$ cat config.mk
export PLATFORM = sky130hd
export DESIGN_NAME = encoder_angle_velocity_tracker_flat
export DESIGN_NICKNAME = d
export VERILOG_FILES = /design/src/rtl/evt_pkg.sv /design/src/rtl/evt_sample_if.sv /design/src/rtl/evt_result_if.sv /design/src/rtl/evt_cfg_regs.sv /design/src/rtl/evt_ser_mul.sv /design/src/rtl/evt_ser_div.sv /design/src/rtl/encoder_angle_velocity_tracker.sv /design/src/flat_wrapper.sv
export VERILOG_INCLUDE_DIRS = /design/src /design/src/rtl
export SDC_FILE = /design/constraint.sdc
export NUM_CORES = 1
export LEC_CHECK = 0
export ABC_AREA = 1
export BUFFER_PORTS_ARGS = -buffer_cell sky130_fd_sc_hd__buf_2
export CAP_MARGIN = 20
export CORE_ASPECT_RATIO = 1.5
export CORE_UTILIZATION = 30
export CTS_BUF_LIST = sky130_fd_sc_hd__clkbuf_4 sky130_fd_sc_hd__clkbuf_8
export DETAILED_ROUTE_END_ITERATION = 10
export GPL_TIMING_DRIVEN = 0
export PLACE_DENSITY = 0.46
export SYNTH_ARGS = -nofsm -noshare
export SYNTH_HDL_FRONTEND = slang
export SYNTH_HIERARCHICAL = 1
export SYNTH_SLANG_ARGS = --single-unit
$ cat constraint.sdc
create_clock -name clk -period 10.3 [get_ports clk]
set_input_delay 1.545 -clock clk [delete_from_list [all_inputs] [get_ports clk]]
set_output_delay 1.545 -clock clk [all_outputs]
set_load 0.03 [all_outputs]
$ cat src/rtl/encoder_angle_velocity_tracker_macros.svh
// ----------------------------------------------------------------------------
// Assertion macros for the encoder angle and velocity tracker
// Shared helpers that wrap a clocked concurrent assertion with reset disable.
// ----------------------------------------------------------------------------
`ifndef ENCODER_ANGLE_VELOCITY_TRACKER_MACROS_SVH
`define ENCODER_ANGLE_VELOCITY_TRACKER_MACROS_SVH

// Overlapping implication: the consequent holds in the same cycle.
`define EVT_ASSERT_IMP(label, clk, rst, ante, cons) \
  label: assert property (@(posedge clk) disable iff (rst) (ante) |-> (cons)) \
    else $error("assertion failed in %m");

// Non-overlapping implication: the consequent holds in the next cycle.
`define EVT_ASSERT_NXT(label, clk, rst, ante, cons) \
  label: assert property (@(posedge clk) disable iff (rst) (ante) |=> (cons)) \
    else $error("assertion failed in %m");

`endif

$ cat src/rtl/evt_pkg.sv
// ----------------------------------------------------------------------------
// evt_pkg
// Widths, constants and shared types of the encoder angle and velocity tracker.
// ----------------------------------------------------------------------------
`timescale 1ns / 1ps
`default_nettype none

package evt_pkg;

  // Field widths of the sample and result words.
  localparam int BYTE_W  = 8;
  localparam int TIME_W  = 32;
  localparam int MECH_W  = 12;
  localparam int TURN_W  = 16;
  localparam int TOTAL_W = 29;
  localparam int VEL_W   = 26;

  // Configuration registers.
  localparam int RC_W       = 20;
  localparam int DB_W       = 16;
  localparam int APB_DATA_W = 32;
  localparam int PADDR_W    = 3;

  localparam logic [RC_W-1:0] RC_RESET = 20'd15915;
  localparam logic [DB_W-1:0] DB_RESET = 16'd13;

  typedef enum logic {
    REG_FILTER_RC = 1'b0,
    REG_DEADBAND  = 1'b1
  } reg_idx_t;

  typedef struct packed {
    logic [RC_W-1:0] filter_rc;
    logic [DB_W-1:0] deadband;
  } cfg_t;

  // Time step clamp and divisor width.
  localparam int DT_W  = 17;
  localparam int DIV_W = 21;
  localparam logic [TIME_W-1:0] DT_MIN = 32'd100;
  localparam logic [TIME_W-1:0] DT_MAX = 32'd100000;

  // One count per microsecond is 1e6 counts/s; Q8 scaling gives 256e6.
  localparam logic signed [29:0] VEL_SCALE = 30'sd256000000;

  localparam logic signed [TURN_W-1:0] TURN_LIMIT = 16'sd32767;

  // Status of a serial arithmetic unit.
  typedef struct packed {
    logic busy;
    logic done;
  } unit_stat_t;

endpackage

`default_nettype wire

$ cat src/rtl/evt_sample_if.sv
// ----------------------------------------------------------------------------
// evt_sample_if
// Valid/ready channel that carries one encoder sample word.
// ----------------------------------------------------------------------------
`timescale 1ns / 1ps
`default_nettype none

interface evt_sample_if import evt_pkg::*; ();
  logic              valid;
  logic              ready;
  logic [BYTE_W-1:0] angle_high_byte;
  logic [BYTE_W-1:0] angle_low_byte;
  logic [TIME_W-1:0] sample_time_us;

  modport source (output valid, angle_high_byte, angle_low_byte, sample_time_us,
                  input ready);
  modport sink   (input valid, angle_high_byte, angle_low_byte, sample_time_us,
                  output ready);
endinterface

`default_nettype wire

$ cat src/rtl/evt_result_if.sv
// ----------------------------------------------------------------------------
// evt_result_if
// Valid/ready channel that carries one angle and velocity result word.
// ----------------------------------------------------------------------------
`timescale 1ns / 1ps
`default_nettype none

interface evt_result_if import evt_pkg::*; ();
  logic                      valid;
  logic                      ready;
  logic [MECH_W-1:0]         mech_angle;
  logic signed [TURN_W-1:0]  turn_count;
  logic signed [TOTAL_W-1:0] total_angle;
  logic signed [VEL_W-1:0]   velocity_cps;

  modport source (output valid, mech_angle, turn_count, total_angle, velocity_cps,
                  input ready);
  modport sink   (input valid, mech_angle, turn_count, total_angle, velocity_cps,
                  output ready);
endinterface

`default_nettype wire

$ cat src/rtl/evt_cfg_regs.sv
// ----------------------------------------------------------------------------
// evt_cfg_regs
// APB register bank holding the filter time constant and the deadband.
// ----------------------------------------------------------------------------
`timescale 1ns / 1ps
`default_nettype none

module evt_cfg_regs import evt_pkg::*; (
  input  wire logic                  clk,
  input  wire logic                  rst,
  input  wire logic                  psel,
  input  wire logic                  penable,
  input  wire logic                  pwrite,
  input  wire logic [PADDR_W-1:0]    paddr,
  input  wire logic [APB_DATA_W-1:0] pwdata,
  output logic      [APB_DATA_W-1:0] prdata,
  output logic                       pready,
  output cfg_t                       cfg
);

  reg_idx_t idx;
  logic     wr_en;

  // Registers sit on word boundaries; the byte offset bits are ignored.
  assign idx    = reg_idx_t'(paddr[PADDR_W-1]);
  assign wr_en  = psel && penable && pwrite;
  assign pready = 1'b1;

  always_ff @(posedge clk) begin
    if (rst) begin
      cfg.filter_rc <= RC_RESET;
      cfg.deadband  <= DB_RESET;
    end else if (wr_en) begin
      unique case (idx)
        REG_FILTER_RC: cfg.filter_rc <= pwdata[RC_W-1:0];
        REG_DEADBAND:  cfg.deadband  <= pwdata[DB_W-1:0];
        default:       cfg           <= cfg;
      endcase
    end
  end

  always_comb begin
    unique case (idx)
      REG_FILTER_RC: prdata = APB_DATA_W'(cfg.filter_rc);
      REG_DEADBAND:  prdata = APB_DATA_W'(cfg.deadband);
      default:       prdata = '0;
    endcase
  end

endmodule

`default_nettype wire

$ cat src/rtl/evt_ser_mul.sv
// ----------------------------------------------------------------------------
// evt_ser_mul
// Bit-serial shift-and-add multiplier, one multiplier bit per cycle.
// ----------------------------------------------------------------------------
`timescale 1ns / 1ps
`default_nettype none

module evt_ser_mul import evt_pkg::*; #(
  parameter int A_W = 33,
  parameter int B_W = 20
) (
  input  wire logic               clk,
  input  wire logic               rst,
  input  wire logic               start,
  input  wire logic [A_W-1:0]     a,
  input  wire logic [B_W-1:0]     b,
  output unit_stat_t              stat,
  output logic      [A_W+B_W:0]   product
);

  localparam int CNT_W = $clog2(B_W + 1);

  logic [A_W:0]     hi;
  logic [B_W-1:0]   lo;
  logic [A_W-1:0]   a_reg;
  logic [CNT_W-1:0] cnt;
  logic [A_W:0]     sum;

  // The multiplier shifts out of the low end while product bits shift in.
  assign sum     = hi + (lo[0] ? {1'b0, a_reg} : '0);
  assign product = {hi, lo};

  always_ff @(posedge clk) begin
    if (rst) begin
      stat.busy <= 1'b0;
      stat.done <= 1'b0;
      cnt       <= '0;
    end else begin
      stat.done <= 1'b0;
      if (start) begin
        stat.busy <= 1'b1;
        cnt       <= CNT_W'(B_W);
      end else if (stat.busy) begin
        cnt <= cnt - CNT_W'(1);
        if (cnt == CNT_W'(1)) begin
          stat.busy <= 1'b0;
          stat.done <= 1'b1;
        end
      end
    end
  end

  always_ff @(posedge clk) begin
    if (start) begin
      hi    <= '0;
      lo    <= b;
      a_reg <= a;
    end else if (stat.busy) begin
      hi <= {1'b0, sum[A_W:1]};
      lo <= {sum[0], lo[B_W-1:1]};
    end
  end

endmodule

`default_nettype wire

$ cat src/rtl/evt_ser_div.sv
// ----------------------------------------------------------------------------
// evt_ser_div
// Restoring divider that produces one quotient bit per cycle.
// ----------------------------------------------------------------------------
`timescale 1ns / 1ps
`default_nettype none

module evt_ser_div import evt_pkg::*; #(
  parameter int Q_W = 33,
  parameter int D_W = 21
) (
  input  wire logic               clk,
  input  wire logic               rst,
  input  wire logic               start,
  input  wire logic [Q_W+D_W-1:0] dividend,
  input  wire logic [D_W-1:0]     divisor,
  output unit_stat_t              stat,
  output logic      [Q_W-1:0]     quotient
);

  localparam int CNT_W = $clog2(Q_W + 1);

  logic [D_W-1:0]   rem;
  logic [D_W-1:0]   dvs;
  logic [Q_W-1:0]   sr;
  logic [CNT_W-1:0] cnt;
  logic [D_W+1:0]   diff;
  logic             ge;

  // The caller guarantees the quotient fits Q_W bits, so the top D_W
  // dividend bits already form a partial remainder below the divisor.
  assign diff     = {1'b0, rem, sr[Q_W-1]} - {2'b00, dvs};
  assign ge       = !diff[D_W+1];
  assign quotient = sr;

  always_ff @(posedge clk) begin
    if (rst) begin
      stat.busy <= 1'b0;
      stat.done <= 1'b0;
      cnt       <= '0;
    end else begin
      stat.done <= 1'b0;
      if (start) begin
        stat.busy <= 1'b1;
        cnt       <= CNT_W'(Q_W);
      end else if (stat.busy) begin
        cnt <= cnt - CNT_W'(1);
        if (cnt == CNT_W'(1)) begin
          stat.busy <= 1'b0;
          stat.done <= 1'b1;
        end
      end
    end
  end

  always_ff @(posedge clk) begin
    if (start) begin
      rem <= dividend[Q_W+D_W-1:Q_W];
      sr  <= dividend[Q_W-1:0];
      dvs <= divisor;
    end else if (stat.busy) begin
      rem <= ge ? diff[D_W-1:0] : {rem[D_W-2:0], sr[Q_W-1]};
      sr  <= {sr[Q_W-2:0], ge};
    end
  end

endmodule

`default_nettype wire

$ cat src/rtl/encoder_angle_velocity_tracker.sv
// ----------------------------------------------------------------------------
// encoder_angle_velocity_tracker
// Multi-turn angle and filtered velocity from magnetic encoder samples.
//
// Each word on the samples channel carries the two angle register bytes and
// a microsecond timestamp; each produces exactly one word on the results
// channel with the single-turn angle, the turn count, the total angle and the
// low-pass filtered velocity. The user is to write filter time constant and
// deadband over the APB port while the block is idle; the block does not enforce it.
// The time from acceptance to the next ready is set by the steps S_MUL, S_SUM,
// S_LOAD, S_DIV, S_FIN and S_OUT, mainly the serial multiplier (one bit of the time
// constant per cycle) and the serial divider (one quotient bit per cycle).
// The result word is registered in S_OUT after the divider; the very first sample
// after reset only primes the state and goes from S_IDLE straight to S_OUT.
// The result sits in an output register, so a new sample is taken while it
// waits; with a stalled receiver that sample is computed and then held, and
// the sample input stays not ready until the waiting word is taken.
// Reset is synchronous: turn count, filter state and priming are cleared and
// the registers return to their defaults.
// ----------------------------------------------------------------------------
`timescale 1ns / 1ps
`default_nettype none
`include "encoder_angle_velocity_tracker_macros.svh"

module encoder_angle_velocity_tracker import evt_pkg::*; #(
  parameter int ANGLE_BITS = 12
) (
  input  wire logic                  clk,
  input  wire logic                  rst,
  input  wire logic                  psel,
  input  wire logic                  penable,
  input  wire logic                  pwrite,
  input  wire logic [PADDR_W-1:0]    paddr,
  input  wire logic [APB_DATA_W-1:0] pwdata,
  output logic      [APB_DATA_W-1:0] prdata,
  output logic                       pready,
  evt_sample_if.sink                 samples,
  evt_result_if.source               results
);

  localparam int A     = ANGLE_BITS;
  localparam int Y_W   = A + 22;        // filter state, Q8
  localparam int Y_M   = Y_W - 1;       // magnitude bits of the filter state
  localparam int N_W   = Y_M + RC_W + 1; // numerator magnitude bits
  localparam int NUM_W = N_W + 1;
  localparam int DK_W  = A + 30;
  localparam logic [A+3:0] TURN_THR = {2'b01, {(A + 2){1'b0}}};

  typedef enum logic [6:0] {
    S_IDLE = 7'b0000001,
    S_MUL  = 7'b0000010,
    S_SUM  = 7'b0000100,
    S_LOAD = 7'b0001000,
    S_DIV  = 7'b0010000,
    S_FIN  = 7'b0100000,
    S_OUT  = 7'b1000000
  } state_t;

  state_t state, state_next;
  cfg_t   cfg;

  logic                     primed;
  logic [A-1:0]             prev_angle;
  logic signed [TURN_W-1:0] turn;
  logic [TIME_W-1:0]        prev_time;
  logic signed [Y_W-1:0]    y;
  logic signed [A-1:0]      d_reg;
  logic [DT_W-1:0]          dt_reg;
  logic signed [DK_W-1:0]   dk;
  logic signed [NUM_W-1:0]  num;
  logic                     nsign;

  logic                     accept;
  logic [15:0]              raw16;
  logic [A-1:0]             angle;
  logic signed [A:0]        jump;
  logic [A:0]               jump_mag;
  logic [A+3:0]             mag5;
  logic                     big_jump;
  logic [TIME_W-1:0]        dt_raw;
  logic [DT_W-1:0]          dt_clamp;
  logic [Y_W-1:0]           y_mag;

  unit_stat_t               mul_stat, div_stat;
  logic                     mul_start, div_start;
  logic [N_W-1:0]           prod;
  logic signed [NUM_W-1:0]  prod_ext;
  logic signed [NUM_W-1:0]  num_abs;
  logic [DIV_W-1:0]         divisor;
  logic [Y_M-1:0]           quot;
  logic signed [Y_W-1:0]    y_new;
  logic signed [Y_W-1:0]    y_adj;
  logic signed [TURN_W+A-1:0] total_full;

  evt_cfg_regs u_cfg (
    .clk     (clk),
    .rst     (rst),
    .psel    (psel),
    .penable (penable),
    .pwrite  (pwrite),
    .paddr   (paddr),
    .pwdata  (pwdata),
    .prdata  (prdata),
    .pready  (pready),
    .cfg     (cfg)
  );

  // ---- sample decode ------------------------------------------------------
  assign samples.ready = (state == S_IDLE);
  assign accept        = samples.valid && samples.ready;

  assign raw16    = {samples.angle_high_byte, samples.angle_low_byte};
  assign angle    = raw16[A-1:0];
  assign jump     = $signed({1'b0, angle}) - $signed({1'b0, prev_angle});
  assign jump_mag = jump[A] ? (A + 1)'(-jump) : (A + 1)'(jump);
  // A jump of more than four fifths of a turn is taken as a wrap.
  assign mag5     = {3'b000, jump_mag} + {1'b0, jump_mag, 2'b00};
  assign big_jump = mag5 > TURN_THR;

  assign dt_raw   = samples.sample_time_us - prev_time;
  assign dt_clamp = (dt_raw < DT_MIN) ? DT_W'(DT_MIN) :
                    (dt_raw > DT_MAX) ? DT_W'(DT_MAX) : dt_raw[DT_W-1:0];

  assign y_mag = y[Y_W-1] ? Y_W'(-y) : Y_W'(y);

  // ---- serial arithmetic --------------------------------------------------
  assign mul_start = accept && primed;
  assign div_start = (state == S_LOAD);
  assign prod_ext  = $signed({1'b0, prod});
  assign num_abs   = num[NUM_W-1] ? -num : num;
  assign divisor   = DIV_W'(dt_reg) + DIV_W'(cfg.filter_rc);

  evt_ser_mul #(
    .A_W (Y_M),
    .B_W (RC_W)
  ) u_mul (
    .clk     (clk),
    .rst     (rst),
    .start   (mul_start),
    .a       (y_mag[Y_M-1:0]),
    .b       (cfg.filter_rc),
    .stat    (mul_stat),
    .product (prod)
  );

  evt_ser_div #(
    .Q_W (Y_M),
    .D_W (DIV_W)
  ) u_div (
    .clk      (clk),
    .rst      (rst),
    .start    (div_start),
    .dividend (num_abs[N_W-1:0]),
    .divisor  (divisor),
    .stat     (div_stat),
    .quotient (quot)
  );

  // Quotient is the magnitude, so truncation is toward zero after the sign.
  always_comb begin
    if (quot < Y_M'({cfg.deadband, 8'h00})) begin
      y_new = '0;
    end else if (nsign) begin
      y_new = -$signed({1'b0, quot});
    end else begin
      y_new = $signed({1'b0, quot});
    end
  end

  // ---- sequencer ----------------------------------------------------------
  always_comb begin
    state_next = state;
    unique case (state)
      S_IDLE: begin
        if (accept) begin
          state_next = primed ? S_MUL : S_OUT;
        end
      end
      S_MUL: begin
        if (mul_stat.done) begin
          state_next = S_SUM;
        end
      end
      S_SUM:  state_next = S_LOAD;
      S_LOAD: state_next = S_DIV;
      S_DIV: begin
        if (div_stat.done) begin
          state_next = S_FIN;
        end
      end
      S_FIN:  state_next = S_OUT;
      S_OUT: begin
        if (!results.valid || results.ready) begin
          state_next = S_IDLE;
        end
      end
      default: state_next = S_IDLE;
    endcase
  end

  always_ff @(posedge clk) begin
    if (rst) begin
      state      <= S_IDLE;
      primed     <= 1'b0;
      prev_angle <= '0;
      prev_time  <= '0;
      turn       <= '0;
      y          <= '0;
    end else begin
      state <= state_next;
      if (accept) begin
        primed     <= 1'b1;
        prev_angle <= angle;
        prev_time  <= samples.sample_time_us;
        if (primed && big_jump) begin
          if (!jump[A] && jump != '0) begin
            if (turn > -TURN_LIMIT) begin
              turn <= turn - TURN_W'(1);
            end
          end else if (turn < TURN_LIMIT) begin
            turn <= turn + TURN_W'(1);
          end
        end
      end
      if (state == S_FIN) begin
        y <= y_new;
      end
    end
  end

  always_ff @(posedge clk) begin
    if (accept) begin
      d_reg  <= $signed(jump[A-1:0]);
      dt_reg <= dt_clamp;
    end
    if (state == S_MUL) begin
      dk <= DK_W'(d_reg) * DK_W'(VEL_SCALE);
    end
    if (state == S_SUM) begin
      num <= (y[Y_W-1] ? -prod_ext : prod_ext) + NUM_W'(dk);
    end
    if (state == S_LOAD) begin
      nsign <= num[NUM_W-1];
    end
  end

  // ---- output register ----------------------------------------------------
  assign total_full = {turn, prev_angle};
  assign y_adj      = y + $signed({{(Y_W - 8){1'b0}}, {8{y[Y_W-1]}}});

  always_ff @(posedge clk) begin
    if (rst) begin
      results.valid <= 1'b0;
    end else if (state == S_OUT && (!results.valid || results.ready)) begin
      results.valid <= 1'b1;
    end else if (results.ready) begin
      results.valid <= 1'b0;
    end
  end

  always_ff @(posedge clk) begin
    if (state == S_OUT && (!results.valid || results.ready)) begin
      results.mech_angle   <= MECH_W'(prev_angle);
      results.turn_count   <= turn;
      results.total_angle  <= TOTAL_W'(total_full);
      results.velocity_cps <= VEL_W'($signed(y_adj[Y_W-1:8]));
    end
  end

  // ---- assertions ---------------------------------------------------------
  `EVT_ASSERT_IMP(a_mul_done_in_mul, clk, rst, mul_stat.done, state == S_MUL)
  `EVT_ASSERT_IMP(a_div_done_in_div, clk, rst, div_stat.done, state == S_DIV)
  `EVT_ASSERT_IMP(a_turn_saturates, clk, rst, 1'b1, turn != 16'sh8000)
  `EVT_ASSERT_IMP(a_deadband_applied, clk, rst, state == S_OUT && $past(state) == S_FIN, y == '0 || y_mag >= Y_W'({$past(cfg.deadband), 8'h00}))
  `EVT_ASSERT_IMP(a_valid_from_out, clk, rst, $rose(results.valid), $past(state) == S_OUT)

endmodule

`default_nettype wire
$ cat src/flat_wrapper.sv
// flat-port wrapper written by rule: the top's interface ports become plain ports
module encoder_angle_velocity_tracker_flat import evt_pkg::*;
#(
  parameter int ANGLE_BITS = 12
)
  (clk, rst, psel, penable, pwrite, paddr, pwdata, prdata, pready, samples_valid, samples_angle_high_byte, samples_angle_low_byte, samples_sample_time_us, samples_ready, results_valid, results_mech_angle, results_turn_count, results_total_angle, results_velocity_cps, results_ready);
  evt_sample_if samples_i ();
  evt_result_if results_i ();
  input  wire logic clk;
  input  wire logic rst;
  input  wire logic psel;
  input  wire logic penable;
  input  wire logic pwrite;
  input  wire logic [PADDR_W-1:0] paddr;
  input  wire logic [APB_DATA_W-1:0] pwdata;
  output logic      [APB_DATA_W-1:0] prdata;
  output logic pready;
  input wire logic [$bits(samples_i.valid)-1:0] samples_valid;
  input wire logic [$bits(samples_i.angle_high_byte)-1:0] samples_angle_high_byte;
  input wire logic [$bits(samples_i.angle_low_byte)-1:0] samples_angle_low_byte;
  input wire logic [$bits(samples_i.sample_time_us)-1:0] samples_sample_time_us;
  output wire logic [$bits(samples_i.ready)-1:0] samples_ready;
  output wire logic [$bits(results_i.valid)-1:0] results_valid;
  output wire logic [$bits(results_i.mech_angle)-1:0] results_mech_angle;
  output wire logic [$bits(results_i.turn_count)-1:0] results_turn_count;
  output wire logic [$bits(results_i.total_angle)-1:0] results_total_angle;
  output wire logic [$bits(results_i.velocity_cps)-1:0] results_velocity_cps;
  input wire logic [$bits(results_i.ready)-1:0] results_ready;
  assign samples_i.valid = samples_valid;
  assign samples_i.angle_high_byte = samples_angle_high_byte;
  assign samples_i.angle_low_byte = samples_angle_low_byte;
  assign samples_i.sample_time_us = samples_sample_time_us;
  assign samples_ready = samples_i.ready;
  assign results_valid = results_i.valid;
  assign results_mech_angle = results_i.mech_angle;
  assign results_turn_count = results_i.turn_count;
  assign results_total_angle = results_i.total_angle;
  assign results_velocity_cps = results_i.velocity_cps;
  assign results_i.ready = results_ready;
  encoder_angle_velocity_tracker #(.ANGLE_BITS(ANGLE_BITS)) u_core (.clk(clk), .rst(rst), .psel(psel), .penable(penable), .pwrite(pwrite), .paddr(paddr), .pwdata(pwdata), .prdata(prdata), .pready(pready), .samples(samples_i), .results(results_i));
endmodule
==> impl_metrics.env, run 1 <==
export IMPL_status="finished with violations"
export IMPL_violations="design-rule violations"
export IMPL_finalCriticalPeriod_ns=5.92
export IMPL_async_reset_ff_share_pct=0
export IMPL_worstPathArrival_ns=6.61
export IMPL_syn_cell_area_mm2=0.0368
export IMPL_htree_num_levels=3
export IMPL_synth_cell_type_count=67
export IMPL_p_leak_nw=19.8
export IMPL_routed_via_count=32200
export IMPL_fin_cells=6867
export IMPL_postCtsSetupBuffers=0
export IMPL_dp_slack_ns=3.53
export IMPL_cp_max_fo=14
export IMPL_grt_max_degree=45
export IMPL_rr_startpoint="u_core/y[33]"
export IMPL_cp_top_family="simple AND/OR/NAND/NOR gates"
export IMPL_dieArea_mm2=0.124
export IMPL_ios=208
export IMPL_worstMarginPinSlew_ns=1.17
export IMPL_synth_area_leaders="edfxtp_1 (24%), nand2_1 (12%), dfxtp_1 (10%)"
export IMPL_max_cap_viol_count=0
export IMPL_io_buffers=175
export IMPL_first_iter_violations=1514
export IMPL_p_per_area_mw_per_mm2=237
export IMPL_drc=2
export IMPL_die_w_um=288
export IMPL_grt_pass1_vias=32100
export IMPL_most_common_layout_cells="nand2_1 (1,185), inv_1 (753), nor2_1 (474)"
export IMPL_cp_end_kind="flip-flop"
export IMPL_initial_core_util_pct=30.2
export IMPL_regArea_mm2=0.0126
export IMPL_final_common_cell="nand2_1"
export IMPL_path_clk_slew_ns=0.06
export IMPL_cts_resized_gates=0
export IMPL_routed_via_density=4.70
export IMPL_crit_type="in -> reg"
export IMPL_hp_start="u_core/prev_angle[8]"
export IMPL_worst_slack_ns=4.38
export IMPL_synth_seq_area_share_pct=34.1
export IMPL_gp_congestion=0.920
export IMPL_fin_worst_skew_ns=0.0553
export IMPL_hold_violations=0
export IMPL_clock_latency_ns=0.79
export IMPL_core_area_mm2=0.122
export IMPL_cts_root_buf="clkbuf_8"
export IMPL_grt_setup_unrepaired="false"
export IMPL_dr_pass1_iters=10
export IMPL_synth_ff_type="edfxtp_1"
export IMPL_crit_required_ns=10.99
export IMPL_clock_path_buffers=3
export IMPL_num_rows=157
export IMPL_startpoint_type="input pin"
export IMPL_die_y_um=431
export IMPL_overflow=0
export IMPL_area_delta_synth_final_pct=14.0
export IMPL_hold_buffers=0
export IMPL_critPathMostFrequentCell="nand2_1"
export IMPL_setup_tns_ns=0
export IMPL_slew_viol_final=0
export IMPL_yosysTopAreaCell="edfxtp_1"
export IMPL_critical_path_startpoint="samples_angle_low_byte[0]"
export IMPL_largest_register="u_core/num"
export IMPL_drive_gt1_share_pct=10.4
export IMPL_crit_path_max_incr_delay_ns=0.46
export IMPL_n_fill_cell=13200
export IMPL_wl_mm=120
export IMPL_hp_class="reg -> reg"
export IMPL_ys_ff_latch=481
export IMPL_grt_usage_pct=19.2
export IMPL_hpwl_mm=98.2
export IMPL_antenna_found_initial=6
export IMPL_netlist_area_leader_share_pct=24.0
export IMPL_crit_slowest_cell="ha_1"
export IMPL_wl_per_cell_um=17.5
export IMPL_cts_buffers=90
export IMPL_yosysWarnings=6
export IMPL_slew_headroom_pct=22.0
export IMPL_fmax_ghz=0.169
export IMPL_largest_reg_flops=55
export IMPL_dp_cells=6695
export IMPL_syn_inst=4908
export IMPL_multiInputGateArea_mm2=0.0206
export IMPL_finalCritPeriodShare_pct=57.5
export IMPL_synth_edf_count=294
export IMPL_cts_sinks=481
export IMPL_ir_drop_mv=0.254
export IMPL_tritoncts="done"
export IMPL_setup_viol=0
export IMPL_grt_pass1_wl_mm=182
export IMPL_largestRegisters="u_core/num (55), u_core/u_cfg/cfg (36), u_core/y (34)"
export IMPL_power_mw=9.97
export IMPL_final_nets=5627
export IMPL_synth_avg_cell_area_um2=7.50
export IMPL_ant_nets=0
export IMPL_critPathBufInv=5
==> cells by family (layout without fill, tap and decap cells) <==
| family | Yosys count | in the layout | share of synthesized area (%) |
|---|---|---|---|
| adders and majority gates | 340 | 340 | 12.5 |
| AOI/OAI and AO/OA | 652 | 652 | 10.0 |
| xor gates and xnor gates | 321 | 321 | 7.63 |
| and+or+nand+nor | 2195 | 2195 | 25.5 |
| buffers and inverters | 916 | 1271 | 10.2 |
| other | 3 | 17 | 0.0306 |
| DFF | 481 | 481 | 34.1 |
==> where the power goes <==
part / total [mW] / internal [mW] / switching (mW) / leakage, nW
Clock: 2.15 / 1.22 / 0.931 / 1.05
Combinational: 5.12 / 1.97 / 3.15 / 14.5
Sequential: 2.70 / 2.45 / 0.248 / 4.20
Total: 9.97 / 5.64 / 4.33 / 19.8
==> through the flow <==
step	util [%]	hold slack (ns)	cell area (um^2)
2_1_floorplan	-	0.408	36900
3_3_place_gp	32.6	0.427	39700
3_5_place_dp	32.7	0.418	39900
4_1_cts	34.4	0.436	42000
5_1_grt	34.4	0.448	42000
6_report	34.4	0.439	42000
==> synthesized netlist by cell type, types with 13 or more instances <==
cell         n
nand3_2     21
a31oi_1     32
nor2_1     476
o211ai_1    14
a211oi_1    19
edfxtp_1   294
nor4_1      31
nor2_2      15
nand2_2     28
dfxtp_1    187
xnor2_1     99
nand3_1    246
o21a_1      13
o21ai_1     20
inv_1      755
ha_1       294
or2_2       17
a21oi_1    310
o21bai_1    14
nor3_1      64
xor2_1     222
nand2_1   1185
clkbuf_1    66
fa_1        46
a21o_1      15
nand4_1     69
buf_4       51
o21ai_0    166
==> layout make-up <==
type	instances	area share [%]
Clock buffer	125	3.71
Antenna cell	3	0.0179
Timing Repair Buffer	186	2.48
Buffer	149	2.04
Clock inverter	44	1.19
Multi-Input combinational cell	3522	49.0
Tap cell	1590	4.74
Sequential cell	481	29.9
Inverter	767	6.86
==> worst paths after layout <==
path | end | slack, ns | cells after the start
max | u_core/turn[15] | 4.38 | 31
min reg2reg | u_core/results.mech_angle[8] | 0.44 | 0
min | u_core/results.mech_angle[8] | 0.44 | 0
max reg2reg | u_core/num[51] | 4.50 | 21
==> metal layers <==
metal	vias to the layer above	part of all wire, %	wire length, um	GRT usage (%)
met5	-	0.018	22	0
met4	4	4.9	5890	9.72
met3	203	3.3	3920	2.25
met2	585	53	63600	36.7
met1	15000	39	46600	20.4
li1	16500	-	-	-
Note: power is estimated with default switching activity, not from simulation.
==> run 2, diff against run 1 <==
--- a/config.mk
+++ b/config.mk
@@ -14,7 +14,7 @@
 export CTS_BUF_LIST = sky130_fd_sc_hd__clkbuf_4 sky130_fd_sc_hd__clkbuf_8
 export DETAILED_ROUTE_END_ITERATION = 10
 export GPL_TIMING_DRIVEN = 0
-export PLACE_DENSITY = 0.46
+export PLACE_DENSITY = 0.48
 export SYNTH_ARGS = -nofsm -noshare
 export SYNTH_HDL_FRONTEND = slang
 export SYNTH_HIERARCHICAL = 1
==> constraint.sdc (replaced) <==
create_clock -name clk -period 5 [get_ports clk]
set_input_delay 0.75 -clock clk [delete_from_list [all_inputs] [get_ports clk]]
set_output_delay 0.75 -clock clk [all_outputs]
set_load 0.03 [all_outputs]
==> run 2 against run 1 <==
Against the previous run:
- the run now ends clean
- combinational power grew 140%
- setup slack got worse by 4.2 ns
- count of clock-buffer cells in the layout down 12
- power increased by 120%
- final area increased by 1.5%
- clock power increased by 86%
- die area unchanged
- sequential cell count stayed put
- register-to-register slack worse by 4.3 ns
- critical path depth decreased by 10
==> impl_metrics.env, run 2 (synthesis gave the netlist of run 1 again) <==
export IMPL_status="finished clean"
export IMPL_largest_register="u_core/num"
export IMPL_cts_sinks=481
export IMPL_utilization_pct=34.9
export IMPL_overflow=0
export IMPL_max_cap_viol_count=0
export IMPL_power_mw=21.8
export IMPL_fmax_ghz=0.209
export IMPL_area_delta_synth_final_pct=15.7
export IMPL_grt_setup_unrepaired="true"
export IMPL_dr_pass1_iters=7
export IMPL_most_common_layout_cells="nand2_1 (1,181), inv_1 (747), nor2_1 (466)"
export IMPL_ir_drop_mv=0.811
export IMPL_final_nets=5676
export IMPL_htree_num_levels=3
export IMPL_die_w_um=288
export IMPL_io_buffers=175
export IMPL_finalCritPeriodShare_pct=95.8
export IMPL_setup_viol=0
export IMPL_core_area_mm2=0.122
export IMPL_slew_headroom_pct=25.0
export IMPL_worstPathArrival_ns=5.26
export IMPL_grt_pass1_vias=32300
export IMPL_num_rows=157
export IMPL_hpwl_mm=96.1
export IMPL_path_clk_slew_ns=0.06
export IMPL_dp_slack_ns=-0.892
export IMPL_fin_worst_skew_ns=0.0318
export IMPL_wl_mm=119
export IMPL_finalCriticalPeriod_ns=4.79
export IMPL_drive_gt1_share_pct=12.3
export IMPL_grt_max_degree=45
export IMPL_grt_usage_pct=18.9
export IMPL_cts_buffers=87
export IMPL_worst_slack_ns=0.209
export IMPL_die_y_um=431
export IMPL_startpoint_type="flip-flop"
export IMPL_dieArea_mm2=0.124
export IMPL_worstMarginPinSlew_ns=1.12
export IMPL_gp_congestion=0.912
export IMPL_largest_reg_flops=55
export IMPL_first_iter_violations=1545
export IMPL_tritoncts="done"
export IMPL_drc=0
export IMPL_crit_type="reg -> reg"
export IMPL_p_leak_nw=19.9
export IMPL_clock_path_buffers=3
export IMPL_cts_root_buf="clkbuf_8"
export IMPL_wl_per_cell_um=17.2
export IMPL_final_common_cell="nand2_1"
export IMPL_cp_end_kind="flip-flop"
export IMPL_ant_nets=0
export IMPL_crit_required_ns=5.47
export IMPL_cp_max_fo=3
export IMPL_largestRegisters="u_core/num (55), u_core/u_cfg/cfg (36), u_core/y (34)"
export IMPL_hp_class="in -> reg"
export IMPL_routed_via_count=32400
export IMPL_ios=208
export IMPL_slew_viol_final=0
export IMPL_p_per_area_mw_per_mm2=511
export IMPL_hold_buffers=0
export IMPL_antenna_found_initial=6
export IMPL_initial_core_util_pct=30.2
export IMPL_hold_violations=0
export IMPL_clock_latency_ns=0.73
export IMPL_routed_via_density=4.69
export IMPL_grt_pass1_wl_mm=180
[run 2: where the power goes]
group	internal (mW)	leakage, nW	switching (mW)
registers	5.05	4.20	0.480
clock network	2.14	0.950	1.84
logic	5.12	14.8	7.12
total	12.3	19.9	9.44
[run 2: layout make-up]
type | instances | area [um^2]
multi-input combinational | 3522 | 21000
clock buffer | 113 | 1430
buffer | 149 | 865
inverter | 767 | 2890
fill | 13000 | 79400
antenna | 6 | 15.0
sequential | 481 | 12600
tap | 1590 | 1990
timing repair buffer | 238 | 1500
clock inverter | 47 | 379
[run 2: path summary, 6_finish.rpt]
check                                               endpoint  cells past startpoint  slack (ns)                 start
worst max-delay path                           u_core/dk[39]                     21        0.21       u_core/d_reg[5]
worst min-delay path                    u_core/u_cfg/cfg[19]                      3        0.26             pwdata[3]
worst min register to register  u_core/results.mech_angle[2]                      0        0.44  u_core/prev_angle[2]
worst max register to register                 u_core/dk[39]                     21        0.21       u_core/d_reg[5]
[run 2: critical path, stage by stage (launching register included)]
cell and delay, ns:
edfxtp_1 0.48, fa_1 0.55, ha_1 0.32, fa_1 0.55, fa_2 0.45, fa_1 0.54, ha_4 0.23, nand2_4 0.07
nor2_2 0.04, nand2_1 0.06, o211ai_1 0.10, a31oi_2 0.24, inv_2 0.08, a31oi_4 0.18, inv_2 0.05, a21oi_2 0.15
o21bai_2 0.09, nand2_1 0.06, nand2_1 0.05, nand2_1 0.05, nand2_1 0.06, xor2_1 0.15
[run 2: what timing repair did]
item	in CTS	in global routing
cloned	0	0
endpoints found under the setup margin	20	30
pin swaps	4	40
buffers inserted	18	32
resized for setup	23	69
[run 2: through the flow]
| step | hold slack (ns) | std cells | setup TNS [ns] | area [um^2] |
|---|---|---|---|---|
| after floorplan | 0.408 | 4919 | 0 | 36900 |
| final | 0.256 | 6913 | 0 | 42600 |
| after global routing | 0.197 | 6911 | -0.0651 | 42600 |
| after detailed placement | 0.417 | 6695 | -11.33 | 39900 |
| after CTS | 0.199 | 6873 | 0 | 42000 |
| after global placement | 0.427 | 6684 | -374.98 | 39700 |
[run 2: routing by layer]
layer / GRT usage, % / routed length (um) / vias up
met5: 0 / 9 / -
met1: 20.1 / 46400 / 15000
met4: 9.20 / 6010 / 2
met2: 36.0 / 62500 / 587
li1: - / - / 16600
met3: 2.41 / 4040 / 219
